<file path="config.mk">
export PLATFORM = sky130hd
export DESIGN_NAME = chirp_tone_adsr_synth
export DESIGN_NICKNAME = d
export VERILOG_FILES = /design/src/sv/cts_pkg.sv /design/src/sv/cts_ctrl.sv /design/src/sv/cts_dp.sv /design/src/sv/chirp_tone_adsr_synth.sv
export SDC_FILE = /design/constraint.sdc
export NUM_CORES = 2
export LEC_CHECK = 0
export BUFFER_PORTS_ARGS = -buffer_cell sky130_fd_sc_hd__buf_2
export CORE_MARGIN = 5
export CORE_UTILIZATION = 45
export DETAILED_ROUTE_END_ITERATION = 16
export SYNTH_ARGS = -nofsm -noshare
export SYNTH_HDL_FRONTEND = slang
export SYNTH_SLANG_ARGS = --single-unit
</file>
<file path="constraint.sdc">
create_clock -name clk -period 9.4 [get_ports clk]
set_clock_uncertainty 0.05 [all_clocks]
set_input_delay 0.94 -clock clk [delete_from_list [all_inputs] [get_ports clk]]
set_output_delay 0.94 -clock clk [all_outputs]
set_load 0.01 [all_outputs]
</file>
<file path="src/sv/cts_pkg.sv">
// Shared types, constants and the helper function of the chirp tone synthesizer.
package cts_pkg;

	localparam int SINE_TABLE_BITS = 10;
	localparam int FRAME_BITS      = 20;

	localparam int FRM_W      = 20;
	localparam int STEP_W     = 31;
	localparam int SLOPE_W    = 32;
	localparam int LVL_W      = 15;
	localparam int CFG_ADDR_W = 3;
	localparam int CFG_DATA_W = 32;
	localparam int PHASE_W    = 32;
	localparam int FRAC_W     = 16;
	localparam int ACC_W      = PHASE_W + FRAC_W;
	localparam int QW         = SINE_TABLE_BITS - 2;
	localparam int F_W        = FRAC_W + 1;
	localparam int COEF_W     = 32;
	localparam int SINE_W     = 15;
	localparam int ENV_W      = 16;
	localparam int SAMPLE_W   = 16;
	localparam int CMP_W      = ((FRAME_BITS > FRM_W) ? FRAME_BITS : FRM_W) + 1;
	localparam int DIVD_W     = ENV_W + FRM_W;
	localparam int DIV_STEPS  = ENV_W;
	localparam int CNT_W      = $clog2(DIV_STEPS);
	localparam int POLY_STEPS = 4;
	localparam int PIDX_W     = $clog2(POLY_STEPS);
	localparam int IN_TDATA_W  = 8;
	localparam int OUT_TDATA_W = 16;

	localparam logic [ENV_W-1:0]  FULL_SCALE = ENV_W'(32768);
	localparam logic [SINE_W-1:0] SINE_MAX   = SINE_W'(32767);
	localparam logic [F_W-1:0]    F_ONE      = F_W'(65536);

	localparam logic [COEF_W-1:0] SIN_C1 = COEF_W'(1686629713);
	localparam logic [COEF_W-1:0] SIN_C3 = COEF_W'(693598668);
	localparam logic [COEF_W-1:0] SIN_C5 = COEF_W'(85569306);
	localparam logic [COEF_W-1:0] SIN_C7 = COEF_W'(5026995);
	localparam logic [COEF_W-1:0] SIN_C9 = COEF_W'(172273);

	localparam logic [STEP_W-1:0]  RST_START   = STEP_W'(77913238);
	localparam logic [SLOPE_W-1:0] RST_SLOPE   = SLOPE_W'(32'hFC8CA548);
	localparam logic [FRM_W-1:0]   RST_ATTACK  = FRM_W'(4410);
	localparam logic [FRM_W-1:0]   RST_DECAY   = FRM_W'(8820);
	localparam logic [FRM_W-1:0]   RST_RELEASE = FRM_W'(13230);
	localparam logic [FRM_W-1:0]   RST_TOTAL   = FRM_W'(44100);
	localparam logic [LVL_W-1:0]   RST_SUSTAIN = LVL_W'(22938);

	typedef enum logic [CFG_ADDR_W-1:0] {
		REG_START_STEP = 3'd0,
		REG_SWEEP      = 3'd1,
		REG_ATTACK     = 3'd2,
		REG_DECAY      = 3'd3,
		REG_RELEASE    = 3'd4,
		REG_TOTAL      = 3'd5,
		REG_SUSTAIN    = 3'd6
	} cfg_reg_t;

	typedef enum logic [2:0] {
		S_IDLE,
		S_SETUP,
		S_PREP,
		S_POLY,
		S_SINE,
		S_DIV,
		S_ENV,
		S_WB
	} state_t;

	typedef enum logic [2:0] {
		ENV_ATTACK,
		ENV_DECAY,
		ENV_SUSTAIN,
		ENV_RELEASE,
		ENV_ZERO
	} env_mode_t;

	typedef struct packed {
		logic              accept;
		logic              setup;
		logic              prep;
		logic              poly;
		logic [PIDX_W-1:0] poly_idx;
		logic              sine;
		logic              div;
		logic              env;
		logic              wr_out;
		logic              fin;
	} cmd_t;

	typedef struct packed {
		logic done;
	} stat_t;

	// Horner coefficients after the innermost one, outermost last.
	function automatic logic [COEF_W-1:0] poly_coef(input logic [PIDX_W-1:0] idx);
		logic [COEF_W-1:0] c;
		case (idx)
			2'd0:    c = SIN_C7;
			2'd1:    c = SIN_C5;
			2'd2:    c = SIN_C3;
			default: c = SIN_C1;
		endcase
		return c;
	endfunction

endpackage

</file>
<file path="src/sv/cts_ctrl.sv">
// Sequencer that steps the datapath through one sample and owns the output valid flag.
module cts_ctrl (
	input  logic           clk,
	input  logic           arst_n,
	input  logic           s_tvalid,
	output logic           s_tready,
	output logic           m_tvalid,
	input  logic           m_tready,
	input  cts_pkg::stat_t stat,
	output cts_pkg::cmd_t  cmd
);
	import cts_pkg::*;

	state_t           state_q, state_d;
	logic [CNT_W-1:0] cnt_q;
	logic             fin_q;
	logic             ov_q;
	logic             out_free;

	assign out_free = !ov_q || m_tready;

	always_comb begin
		state_d = state_q;
		case (state_q)
			S_IDLE:  if (s_tvalid) state_d = S_SETUP;
			S_SETUP: state_d = stat.done ? S_WB : S_PREP;
			S_PREP:  state_d = S_POLY;
			S_POLY:  if (cnt_q == CNT_W'(POLY_STEPS - 1)) state_d = S_SINE;
			S_SINE:  state_d = S_DIV;
			S_DIV:   if (cnt_q == CNT_W'(DIV_STEPS - 1)) state_d = S_ENV;
			S_ENV:   state_d = S_WB;
			S_WB:    if (out_free) state_d = S_IDLE;
			default: state_d = S_IDLE;
		endcase
	end

	always_comb begin
		cmd          = '0;
		s_tready     = (state_q == S_IDLE);
		cmd.accept   = (state_q == S_IDLE) && s_tvalid;
		cmd.setup    = (state_q == S_SETUP);
		cmd.prep     = (state_q == S_PREP);
		cmd.poly     = (state_q == S_POLY);
		cmd.poly_idx = cnt_q[PIDX_W-1:0];
		cmd.sine     = (state_q == S_SINE);
		cmd.div      = (state_q == S_DIV);
		cmd.env      = (state_q == S_ENV);
		cmd.wr_out   = (state_q == S_WB) && out_free;
		cmd.fin      = fin_q;
	end

	always_ff @(posedge clk or negedge arst_n) begin
		if (!arst_n) begin
			state_q <= S_IDLE;
			cnt_q   <= '0;
			fin_q   <= 1'b0;
			ov_q    <= 1'b0;
		end else begin
			state_q <= state_d;
			if ((state_q == S_POLY && cnt_q != CNT_W'(POLY_STEPS - 1)) ||
			    (state_q == S_DIV && cnt_q != CNT_W'(DIV_STEPS - 1))) begin
				cnt_q <= cnt_q + CNT_W'(1);
			end else begin
				cnt_q <= '0;
			end
			if (state_q == S_SETUP) begin
				fin_q <= stat.done;
			end
			if (cmd.wr_out) begin
				ov_q <= 1'b1;
			end else if (m_tready) begin
				ov_q <= 1'b0;
			end
		end
	end

	assign m_tvalid = ov_q;

	a_accept_setup: assert property (@(posedge clk) disable iff (!arst_n)
		cmd.accept |=> state_q == S_SETUP)
		else $error("accepted word did not start a sample");

	a_valid_from_write: assert property (@(posedge clk) disable iff (!arst_n)
		$rose(ov_q) |-> $past(cmd.wr_out))
		else $error("output valid rose without a result write");

	a_no_overwrite: assert property (@(posedge clk) disable iff (!arst_n)
		(ov_q && !m_tready && state_q == S_WB) |=> state_q == S_WB && ov_q)
		else $error("pending result left behind while stalled");

endmodule

</file>
<file path="src/sv/cts_dp.sv">
// Datapath: configuration registers, tone state, sine polynomial, envelope divider and output word.
module cts_dp (
	input  logic                              clk,
	input  logic                              arst_n,
	input  cts_pkg::cmd_t                     cmd,
	output cts_pkg::stat_t                    stat,
	input  logic                              restart,
	input  logic                              cfg_we,
	input  logic [cts_pkg::CFG_ADDR_W-1:0]    cfg_addr,
	input  logic [cts_pkg::CFG_DATA_W-1:0]    cfg_wdata,
	output logic signed [cts_pkg::SAMPLE_W-1:0] sample,
	output logic                              last,
	output logic                              finished
);
	import cts_pkg::*;

	logic [STEP_W-1:0]  start_q;
	logic [SLOPE_W-1:0] slope_q;
	logic [FRM_W-1:0]   att_q, dec_q, rel_q, tot_q;
	logic [LVL_W-1:0]   sus_q;

	logic [PHASE_W-1:0]    phase_q;
	logic [ACC_W-1:0]      step_q;
	logic [FRAME_BITS-1:0] frame_q;
	logic                  done_q;

	logic [F_W-1:0]    f_q;
	logic              neg_q;
	env_mode_t         mode_q;
	logic [ENV_W-1:0]  num_q;
	logic [FRM_W-1:0]  m_q;
	logic [FRM_W-1:0]  divisor_q;
	logic [F_W-1:0]    x2_q;
	logic [COEF_W-1:0] p_q;
	logic [SINE_W-1:0] sine_q;
	logic [FRM_W-1:0]  rem_q;
	logic [ENV_W-1:0]  qsh_q;
	logic [ENV_W-1:0]  env_q;

	logic signed [SAMPLE_W-1:0] sample_q;
	logic                       last_q;
	logic                       fin_out_q;

	// Sine setup.
	logic [SINE_TABLE_BITS-1:0] idx;
	logic [1:0]                 quad;
	logic [F_W-1:0]             f_base, f_sel;

	assign idx    = phase_q[PHASE_W-1 -: SINE_TABLE_BITS];
	assign quad   = idx[SINE_TABLE_BITS-1 -: 2];
	assign f_base = F_W'(idx[QW-1:0]) << (FRAC_W - QW);
	assign f_sel  = quad[0] ? (F_ONE - f_base) : f_base;

	// Envelope segment selection.
	logic [CMP_W-1:0] n_e, a_e, d_e, r_e, t_e, ad_e, nr_e, na_e, tn_e;
	env_mode_t        mode_d;
	logic [ENV_W-1:0] num_d;
	logic [FRM_W-1:0] m_d, div_d;

	assign n_e  = CMP_W'(frame_q);
	assign a_e  = CMP_W'(att_q);
	assign d_e  = CMP_W'(dec_q);
	assign r_e  = CMP_W'(rel_q);
	assign t_e  = CMP_W'(tot_q);
	assign ad_e = a_e + d_e;
	assign nr_e = n_e + r_e;
	assign na_e = n_e - a_e;
	assign tn_e = t_e - n_e;

	always_comb begin
		mode_d = ENV_ZERO;
		num_d  = FULL_SCALE;
		m_d    = '0;
		div_d  = rel_q;
		if (n_e < a_e) begin
			mode_d = ENV_ATTACK;
			num_d  = FULL_SCALE;
			m_d    = n_e[FRM_W-1:0];
			div_d  = att_q;
		end else if (n_e < ad_e) begin
			mode_d = ENV_DECAY;
			num_d  = FULL_SCALE - ENV_W'(sus_q);
			m_d    = na_e[FRM_W-1:0];
			div_d  = dec_q;
		end else if (nr_e < t_e) begin
			mode_d = ENV_SUSTAIN;
		end else if (rel_q == '0 || t_e <= n_e) begin
			mode_d = ENV_ZERO;
		end else begin
			mode_d = ENV_RELEASE;
			num_d  = ENV_W'(sus_q);
			m_d    = tn_e[FRM_W-1:0];
			div_d  = rel_q;
		end
	end

	// Products and divider step.
	logic [2*F_W-1:0]        x2_prod;
	logic [DIVD_W-1:0]       divd;
	logic [F_W+COEF_W-1:0]   poly_prod;
	logic [F_W+COEF_W-1:0]   sine_prod;
	logic [F_W-1:0]          s_raw;
	logic [FRM_W:0]          trial;
	logic                    ge;
	logic [FRM_W:0]          trial_sub;
	logic [SINE_W+ENV_W-1:0] mag_prod;
	logic [SINE_W-1:0]       mag;
	logic [SAMPLE_W-1:0]     mag_ext;

	assign x2_prod   = f_q * f_q;
	assign divd      = num_q * m_q;
	assign poly_prod = x2_q * p_q;
	assign sine_prod = f_q * p_q;
	assign s_raw     = sine_prod[F_W+30:31];
	assign trial     = {rem_q, qsh_q[ENV_W-1]};
	assign ge        = trial >= {1'b0, divisor_q};
	assign trial_sub = trial - {1'b0, divisor_q};
	assign mag_prod  = sine_q * env_q;
	assign mag       = mag_prod[SINE_W+ENV_W-1 -: SINE_W];
	assign mag_ext   = SAMPLE_W'(mag);

	// Tone end.
	logic [FRAME_BITS:0] nxt;
	logic                last_d;

	assign nxt    = {1'b0, frame_q} + (FRAME_BITS+1)'(1);
	assign last_d = (CMP_W'(nxt) >= t_e) || nxt[FRAME_BITS];

	always_ff @(posedge clk or negedge arst_n) begin
		if (!arst_n) begin
			start_q <= RST_START;
			slope_q <= RST_SLOPE;
			att_q   <= RST_ATTACK;
			dec_q   <= RST_DECAY;
			rel_q   <= RST_RELEASE;
			tot_q   <= RST_TOTAL;
			sus_q   <= RST_SUSTAIN;
		end else if (cfg_we) begin
			case (cfg_reg_t'(cfg_addr))
				REG_START_STEP: start_q <= cfg_wdata[STEP_W-1:0];
				REG_SWEEP:      slope_q <= cfg_wdata[SLOPE_W-1:0];
				REG_ATTACK:     att_q   <= cfg_wdata[FRM_W-1:0];
				REG_DECAY:      dec_q   <= cfg_wdata[FRM_W-1:0];
				REG_RELEASE:    rel_q   <= cfg_wdata[FRM_W-1:0];
				REG_TOTAL:      tot_q   <= cfg_wdata[FRM_W-1:0];
				REG_SUSTAIN:    sus_q   <= cfg_wdata[LVL_W-1:0];
				default: ;
			endcase
		end
	end

	always_ff @(posedge clk or negedge arst_n) begin
		if (!arst_n) begin
			phase_q   <= '0;
			step_q    <= {1'b0, RST_START, {FRAC_W{1'b0}}};
			frame_q   <= '0;
			done_q    <= 1'b0;
			sample_q  <= '0;
			last_q    <= 1'b0;
			fin_out_q <= 1'b0;
		end else if (cmd.accept && restart) begin
			phase_q <= '0;
			step_q  <= {1'b0, start_q, {FRAC_W{1'b0}}};
			frame_q <= '0;
			done_q  <= 1'b0;
		end else if (cmd.wr_out) begin
			if (cmd.fin) begin
				sample_q  <= '0;
				last_q    <= 1'b0;
				fin_out_q <= 1'b1;
			end else begin
				sample_q  <= neg_q ? -mag_ext : mag_ext;
				last_q    <= last_d;
				fin_out_q <= 1'b0;
				phase_q   <= phase_q + step_q[ACC_W-1 -: PHASE_W];
				step_q    <= step_q + {{(ACC_W-SLOPE_W){slope_q[SLOPE_W-1]}}, slope_q};
				frame_q   <= nxt[FRAME_BITS-1:0];
				if (last_d) begin
					done_q <= 1'b1;
				end
			end
		end
	end

	always_ff @(posedge clk) begin
		if (cmd.setup) begin
			f_q       <= f_sel;
			neg_q     <= quad[1];
			mode_q    <= mode_d;
			num_q     <= num_d;
			m_q       <= m_d;
			divisor_q <= div_d;
		end
		if (cmd.prep) begin
			x2_q  <= x2_prod[2*F_W-2:FRAC_W];
			p_q   <= SIN_C9;
			rem_q <= divd[DIVD_W-1:ENV_W];
			qsh_q <= divd[ENV_W-1:0];
		end
		if (cmd.poly) begin
			p_q <= poly_coef(cmd.poly_idx) - poly_prod[FRAC_W+COEF_W-1:FRAC_W];
		end
		if (cmd.sine) begin
			sine_q <= (s_raw > F_W'(SINE_MAX)) ? SINE_MAX : s_raw[SINE_W-1:0];
		end
		if (cmd.div) begin
			rem_q <= ge ? trial_sub[FRM_W-1:0] : trial[FRM_W-1:0];
			qsh_q <= {qsh_q[ENV_W-2:0], ge};
		end
		if (cmd.env) begin
			case (mode_q)
				ENV_ATTACK:  env_q <= qsh_q;
				ENV_DECAY:   env_q <= FULL_SCALE - qsh_q;
				ENV_SUSTAIN: env_q <= ENV_W'(sus_q);
				ENV_RELEASE: env_q <= qsh_q;
				default:     env_q <= '0;
			endcase
		end
	end

	assign stat.done = done_q;
	assign sample    = sample_q;
	assign last      = last_q;
	assign finished  = fin_out_q;

	a_fin_quiet: assert property (@(posedge clk) disable iff (!arst_n)
		fin_out_q |-> (sample_q == '0 && !last_q))
		else $error("finished word carries a sample or last");

	a_fin_holds_state: assert property (@(posedge clk) disable iff (!arst_n)
		(cmd.wr_out && cmd.fin) |=> ($stable(frame_q) && $stable(phase_q) && done_q))
		else $error("finished word changed the tone state");

	a_last_sets_done: assert property (@(posedge clk) disable iff (!arst_n)
		(cmd.wr_out && !cmd.fin && last_d) |=> done_q)
		else $error("last frame did not end the tone");

endmodule

</file>
<file path="src/sv/chirp_tone_adsr_synth.sv">
// Top level of the chirp tone synthesizer with attack, decay, sustain and release envelope.
//
//   Channel  Direction  Contents
//   s_axis   in         tdata[0] restart, other bits zero
//   m_axis   out        tdata sample, tlast last frame, tuser[0] finished
//   cfg      in         cfg_we, cfg_addr register index, cfg_wdata value
//
// A playing sample reaches the output register after setup, preparation, the four Horner
// steps of the sine polynomial, the sine step, the sixteen steps of the envelope divider,
// the envelope step and write-back. The next word can be accepted in the cycle after
// the write. A word after the tone has ended goes from setup straight to write-back.
// Reset clears the tone state and loads the register defaults; no clearing pass is needed.
// A stalled output holds one result; the following sample is still computed and then waits
// in write-back, with the input not ready, until the output register is free.
module chirp_tone_adsr_synth (
	input  logic                                clk,
	input  logic                                arst_n,
	input  logic                                s_axis_tvalid,
	output logic                                s_axis_tready,
	input  logic [cts_pkg::IN_TDATA_W-1:0]      s_axis_tdata,  // restart
	output logic                                m_axis_tvalid,
	input  logic                                m_axis_tready,
	output logic [cts_pkg::OUT_TDATA_W-1:0]     m_axis_tdata,  // sample
	output logic                                m_axis_tlast,
	output logic [0:0]                          m_axis_tuser,  // finished
	input  logic                                cfg_we,
	input  logic [cts_pkg::CFG_ADDR_W-1:0]      cfg_addr,
	input  logic [cts_pkg::CFG_DATA_W-1:0]      cfg_wdata
);
	import cts_pkg::*;

	cmd_t                       cmd;
	stat_t                      stat;
	logic signed [SAMPLE_W-1:0] sample;
	logic                       fin;

	cts_ctrl u_ctrl (
		.clk      (clk),
		.arst_n   (arst_n),
		.s_tvalid (s_axis_tvalid),
		.s_tready (s_axis_tready),
		.m_tvalid (m_axis_tvalid),
		.m_tready (m_axis_tready),
		.stat     (stat),
		.cmd      (cmd)
	);

	cts_dp u_dp (
		.clk       (clk),
		.arst_n    (arst_n),
		.cmd       (cmd),
		.stat      (stat),
		.restart   (s_axis_tdata[0]),
		.cfg_we    (cfg_we),
		.cfg_addr  (cfg_addr),
		.cfg_wdata (cfg_wdata),
		.sample    (sample),
		.last      (m_axis_tlast),
		.finished  (fin)
	);

	assign m_axis_tdata = OUT_TDATA_W'(sample);
	assign m_axis_tuser = fin;

endmodule
</file>
Yosys cells after proc, flatten, opt, wreduce, memory -nomap -nowiden:

Index checks and enable logic that the tools add are counted.

* register bits after elaboration: 479
* word-level logic and storage cells: 170
* output and inout bits: 20
* input port bits: 48

* bitwise logic cells: 1
* multiplexer cells: 49
* $lt $le $gt $ge: 7
* reduce and logical (&&, ||, !) cells: 34
* multipliers: 5
* add/subtract/negate cells: 14
* eq/ne operators: 27

Operators with widths (count)
* $mux 20: 12
* $mux 32: 6
* $mux 48: 3
* $mux 16: 8
* $mul 17x32->48: 2
* $pmux 31 s3: 1
* $sub 20x20->20: 3
* $add 48x48->48: 1
* $pmux 16 s3: 1
* $add 20x20->21: 2
* $ge 21x20->1: 2
* $mul 16x20->36: 1
* $mul 17x17->33: 1
* $add 32x32->32: 1
* $sub 32x32->32: 1
* $mul 15x16->31: 1
* $pmux 3 s8: 1
* $add 20x1->21 const B: 1
* $eq 3x3->1 const B: 7
* $lt 20x21->1: 1
* $lt 21x20->1: 1
* $le 20x20->1: 1
* $logic_not 20->1: 1
* $lt 20x20->1: 1
* 32 further kinds: 77

Longest topological paths before layout:

* depth after elaboration: 7
* gate-level depth with buffers: 40
* depth with buffers taken out: 39

By module:

Synthesis repeated with hierarchy kept, for this count alone.

* cell total of the unflattened synthesis: 8168
* area, all modules: 74745.4 µm²

Modules (own cells, without submodules)
* cts_dp: instances 1, seq. area each 12552.0 µm², area each 74209.9 µm², cells an instance 8108
* cts_ctrl: instances 1, seq. area each 225.2 µm², area each 535.5 µm², cells an instance 60

Worst setup path before layout:

Ideal clock, no wire load.

* kind: register to register
* start point: register u_dp.p_q[10]
* end point: register u_dp.p_q[27], data pin
* data arrival time: 8.496 ns
* path buffers: 1
* slack: 0.588 ns
* period minus slack after synthesis: 8.812 ns
* cell stages (with the launch flop): 37
* library setup time: 0.266 ns
* data required time: 9.084 ns
* path through: edfxtp_1 clkbuf_1 nand2_1 fa_1 fa_1 fa_1 fa_1 inv_1 fa_1 inv_1 fa_1 inv_1 ha_1 a211oi_1 nand2_1 a211oi_1 o21ai_0 a21boi_0 o21bai_1 a21oi_1 o21ai_0 a21oi_1 o21bai_1 xnor2_1 ha_1 nand2_1 nand2_1 a21oi_1 o21ai_0 o31ai_1 a21oi_1 or4_4 a41o_4 a211o_1 a21oi_2 xor2_1 nor2_1

* longest elaborated chain between the ends: 3

RTL lines
* start: declaration: RTL line cts_dp.sv:34 `logic [COEF_W-1:0] p_q;`
* start signal: assignment: RTL line cts_dp.sv:201 `p_q <= poly_coef(cmd.poly_idx) - poly_prod[FRAC_W+COEF_W-1:FRAC_W];`
* $mul 17x32->48: RTL line cts_dp.sv:112 `assign poly_prod = x2_q * p_q;`
* $sub 32x32->32: RTL line cts_dp.sv:201
* $mux 32: RTL line cts_dp.sv:200 `if (cmd.poly) begin`

No other way between the ends.
A chain may end at the register's enable or synchronous reset.

Final worst setup path:

* start point: register u_dp.x2_q[7]
* end point: register u_dp.p_q[27], data pin

* longest elaborated chain between the ends: 3

RTL lines
* start: declaration: RTL line cts_dp.sv:33 `logic [F_W-1:0] x2_q;`
* start signal: assignment: RTL line cts_dp.sv:195 `x2_q <= x2_prod[2*F_W-2:FRAC_W];`
* $mul 17x32->48: RTL line cts_dp.sv:112
* $sub 32x32->32: RTL line cts_dp.sv:201
* $mux 32: RTL line cts_dp.sv:200

No other way between the ends.

==> impl_metrics.env <==
export IMPL_final_setup_tns_ns=0
export IMPL_nets=10100
export IMPL_grt_pass1_wl_um=316000
export IMPL_crit_buf_inv=5
export IMPL_core_area_mm2=0.167
export IMPL_path_max_fanout=25
export IMPL_die_w_um=419
export IMPL_cts_htree_levels=2
export IMPL_cts_path_max_buffers=3
export IMPL_num_rows=150
export IMPL_synth_top_cell_area_share=0.293
export IMPL_drv_slew=0
export IMPL_ys_seq_elements=470
export IMPL_startpoint_type="register"
export IMPL_end_kind="register"
export IMPL_die_h_um=419
export IMPL_tightest_slew_ns=1.24
export IMPL_synthMostInstantiatedCell="inv_1"
export IMPL_cts_sink_count=470
export IMPL_synthArstFlopShare=0.609
export IMPL_crit_type="reg -> reg"
export IMPL_syn_cell_area_mm2=0.0752
export IMPL_netlist_top_cell_by_area="fa_1"
export IMPL_period_needed_ns=8.95
export IMPL_finalSetupViolCount=0
export IMPL_place_hpwl_um=152000
export IMPL_slew_headroom=0.176
export IMPL_clk_pin_slew_ns=0.06
export IMPL_seq_area_mm2=0.0128
export IMPL_yosysWarnings=0
export IMPL_detail_route_wl_per_cell_um=18.3
export IMPL_max_freq_mhz=112
export IMPL_grt_use_total=0.222
export IMPL_drt_iter0_drc=3006
export IMPL_cts_made_buffers=60
export IMPL_drive_gt1_frac=0.0719
export IMPL_outcome="completed"
export IMPL_drt_pass1_iter_count=6
export IMPL_gp_congestion=0.883
export IMPL_antenna_found_initial=5
export IMPL_critPathRequiredTime_ns=9.76
export IMPL_ys_types=91
export IMPL_slowest_stage="edfxtp_1"
export IMPL_die_area_mm2=0.175
export IMPL_clock_latency_ns=0.72
export IMPL_synth_main_ff_cell="dfrtp_1"
export IMPL_synth_avg_cell_area_um2=9.10
export IMPL_grt_overflow_total=0
export IMPL_critPathLaunch="u_dp.x2_q[7]$_DFFE_PP_"
export IMPL_hold_viol=0
export IMPL_syn_inst=8260
export IMPL_reg2regPathDepth=35
export IMPL_fillerInstances=15800
export IMPL_cp_data_arrival_time_ns=9.31
export IMPL_synthTopCellsByCount="inv_1 (1397), nand2_1 (1217), fa_1 (1100)"
export IMPL_cts_root_buf="clkbuf_16"
export IMPL_hp_class="in -> async"
export IMPL_port_buffers=60
export IMPL_synthToLayoutAreaGrowth_pct=6.67
export IMPL_cap_violations=0
export IMPL_synthTopCellsByArea="fa_1 (29%), ha_1 (13%), edfxtp_1 (7.4%)"
export IMPL_synth_edff_count=184
export IMPL_multi_input_area_mm2=0.0559
export IMPL_worstSetupPathDepth=35
export IMPL_grt_pass1_vias=59300
export IMPL_drt_antenna_violating_nets=0
export IMPL_rr_startpoint="u_dp.x2_q[7]$_DFFE_PP_"
export IMPL_yosysSeqAreaShare=0.170
export IMPL_slowest_delay_ns=0.55
export IMPL_ios=68
export IMPL_grt_max_degree=111
export IMPL_cp_top_family="adder cells"
export IMPL_start_util=0.451
export IMPL_tritoncts="yes"
export IMPL_viasPerCell=5.36
export IMPL_drc=0
export IMPL_finalCritPeriodShare=0.952
export IMPL_rsz0062_at_grt="false"
export IMPL_wl_um=191000
export IMPL_crit_path_frequent_cell="fa_1"
export IMPL_vias=55900
[routing by layer]
| metal | vias to the layer above | global-route usage | routed length [um] |
|---|---|---|---|
| li1 | 26200 | - | - |
| met1 | 28300 | 0.304 | 86100 |
| met2 | 1169 | 0.383 | 92500 |
| met3 | 225 | 0.0201 | 7980 |
| met4 | 2 | 0.0508 | 4550 |
| met5 | - | 0 | 13 |
[area by class of cell]
class,instances,area share
multi-input cells,6041,0.697
repair buffers,196,0.0169
diodes,2,0.0000624
clock buffers,79,0.0213
flip-flops and latches,470,0.159
well taps,2204,0.0344
clock inverters,35,0.00513
inverters,1397,0.0654
[state kept, by name, summed over array words and instances (netlist names), 20 cells and up]
name	flops
u_dp.step_q	48
u_dp.p_q	32
u_dp.phase_q	32
u_dp.slope_q	32
u_dp.start_q	31
u_dp.att_q	20
u_dp.dec_q	20
u_dp.divisor_q	20
u_dp.frame_q	20
u_dp.m_q	20
u_dp.rel_q	20
u_dp.rem_q	20
u_dp.tot_q	20
[placed cells by master, fill, tap and decap left out, types with 184 or more instances in the layout]
master / instances
edfxtp_1: 184
fa_1: 1100
inv_1: 1397
o21ai_0: 266
nor2_1: 285
a21oi_1: 291
dfrtp_1: 210
nand2_1: 1217
xnor2_1: 207
and2_1: 536
ha_1: 785
[kinds of logic (layout without fill, tap and decap cells)]
group	count (synthesis)	after routing	synth area share
AND/OR/NAND/NOR	2519	2519	0.158
adder cells (fa/ha/maj)	1885	1885	0.424
buffers and inverters	1751	1707	0.0875
AO/OA/AOI/OAI	1127	1127	0.0962
flip-flops	470	470	0.170
XOR/XNOR	331	331	0.0386
multiplexers	175	175	0.0258
other	2	6	0.0000999
[through the flow]
stage / area [um^2] / hold slack [ns] / setup slack (ns) / util / instances
global route: 80200 / 0.268 / 0.00228 / 0.481 / 10400
floorplan: 75200 / 0.414 / 0.588 / - / 8262
finish: 80200 / 0.194 / 0.450 / 0.481 / 10400
global placement: 77900 / 0.409 / 0.309 / 0.467 / 10300
CTS: 80000 / 0.237 / 0.202 / 0.480 / 10400
detailed placement: 77900 / 0.411 / 0.295 / 0.467 / 10300
[worst register-to-register path: cells and delay by family (launching register included)]
family / cells / cell delay [ns]
xor gates and xnor gates: 2 / 0.24
AOI/OAI and AO/OA: 15 / 2.94
adders and majority gates: 8 / 3.62
and+or+nand+nor: 5 / 0.82
buffers and inverters: 5 / 0.46
DFF: 1 / 0.55
[worst paths after layout]
check / endpoint / slack, ns
hold / removal: u_dp.tot_q[12]$_DFFE_PN0P_ / 0.19
hold reg to reg: u_dp.last$_DFFE_PN0P_ / 0.42
setup / recovery: u_dp.p_q[27]$_SDFFCE_PN0P_ / 0.45
min in group clk: u_dp.start_q[22]$_DFFE_PN0P_ / 0.41
setup reg to reg: u_dp.p_q[27]$_SDFFCE_PN0P_ / 0.45
max in group asynchronous: u_dp.sample[0]$_DFFE_PN0P_ / 6.96
[repair_timing]
item | in CTS | in global routing
endpoints found under the setup margin | 0 | 11
setup buffers | 0 | 14
resized for setup | 0 | 14
hold buffers | 0 | 0
Power is not shown: default switching activity piles up to over one toggle a cycle in this logic, so the estimate is an artifact.
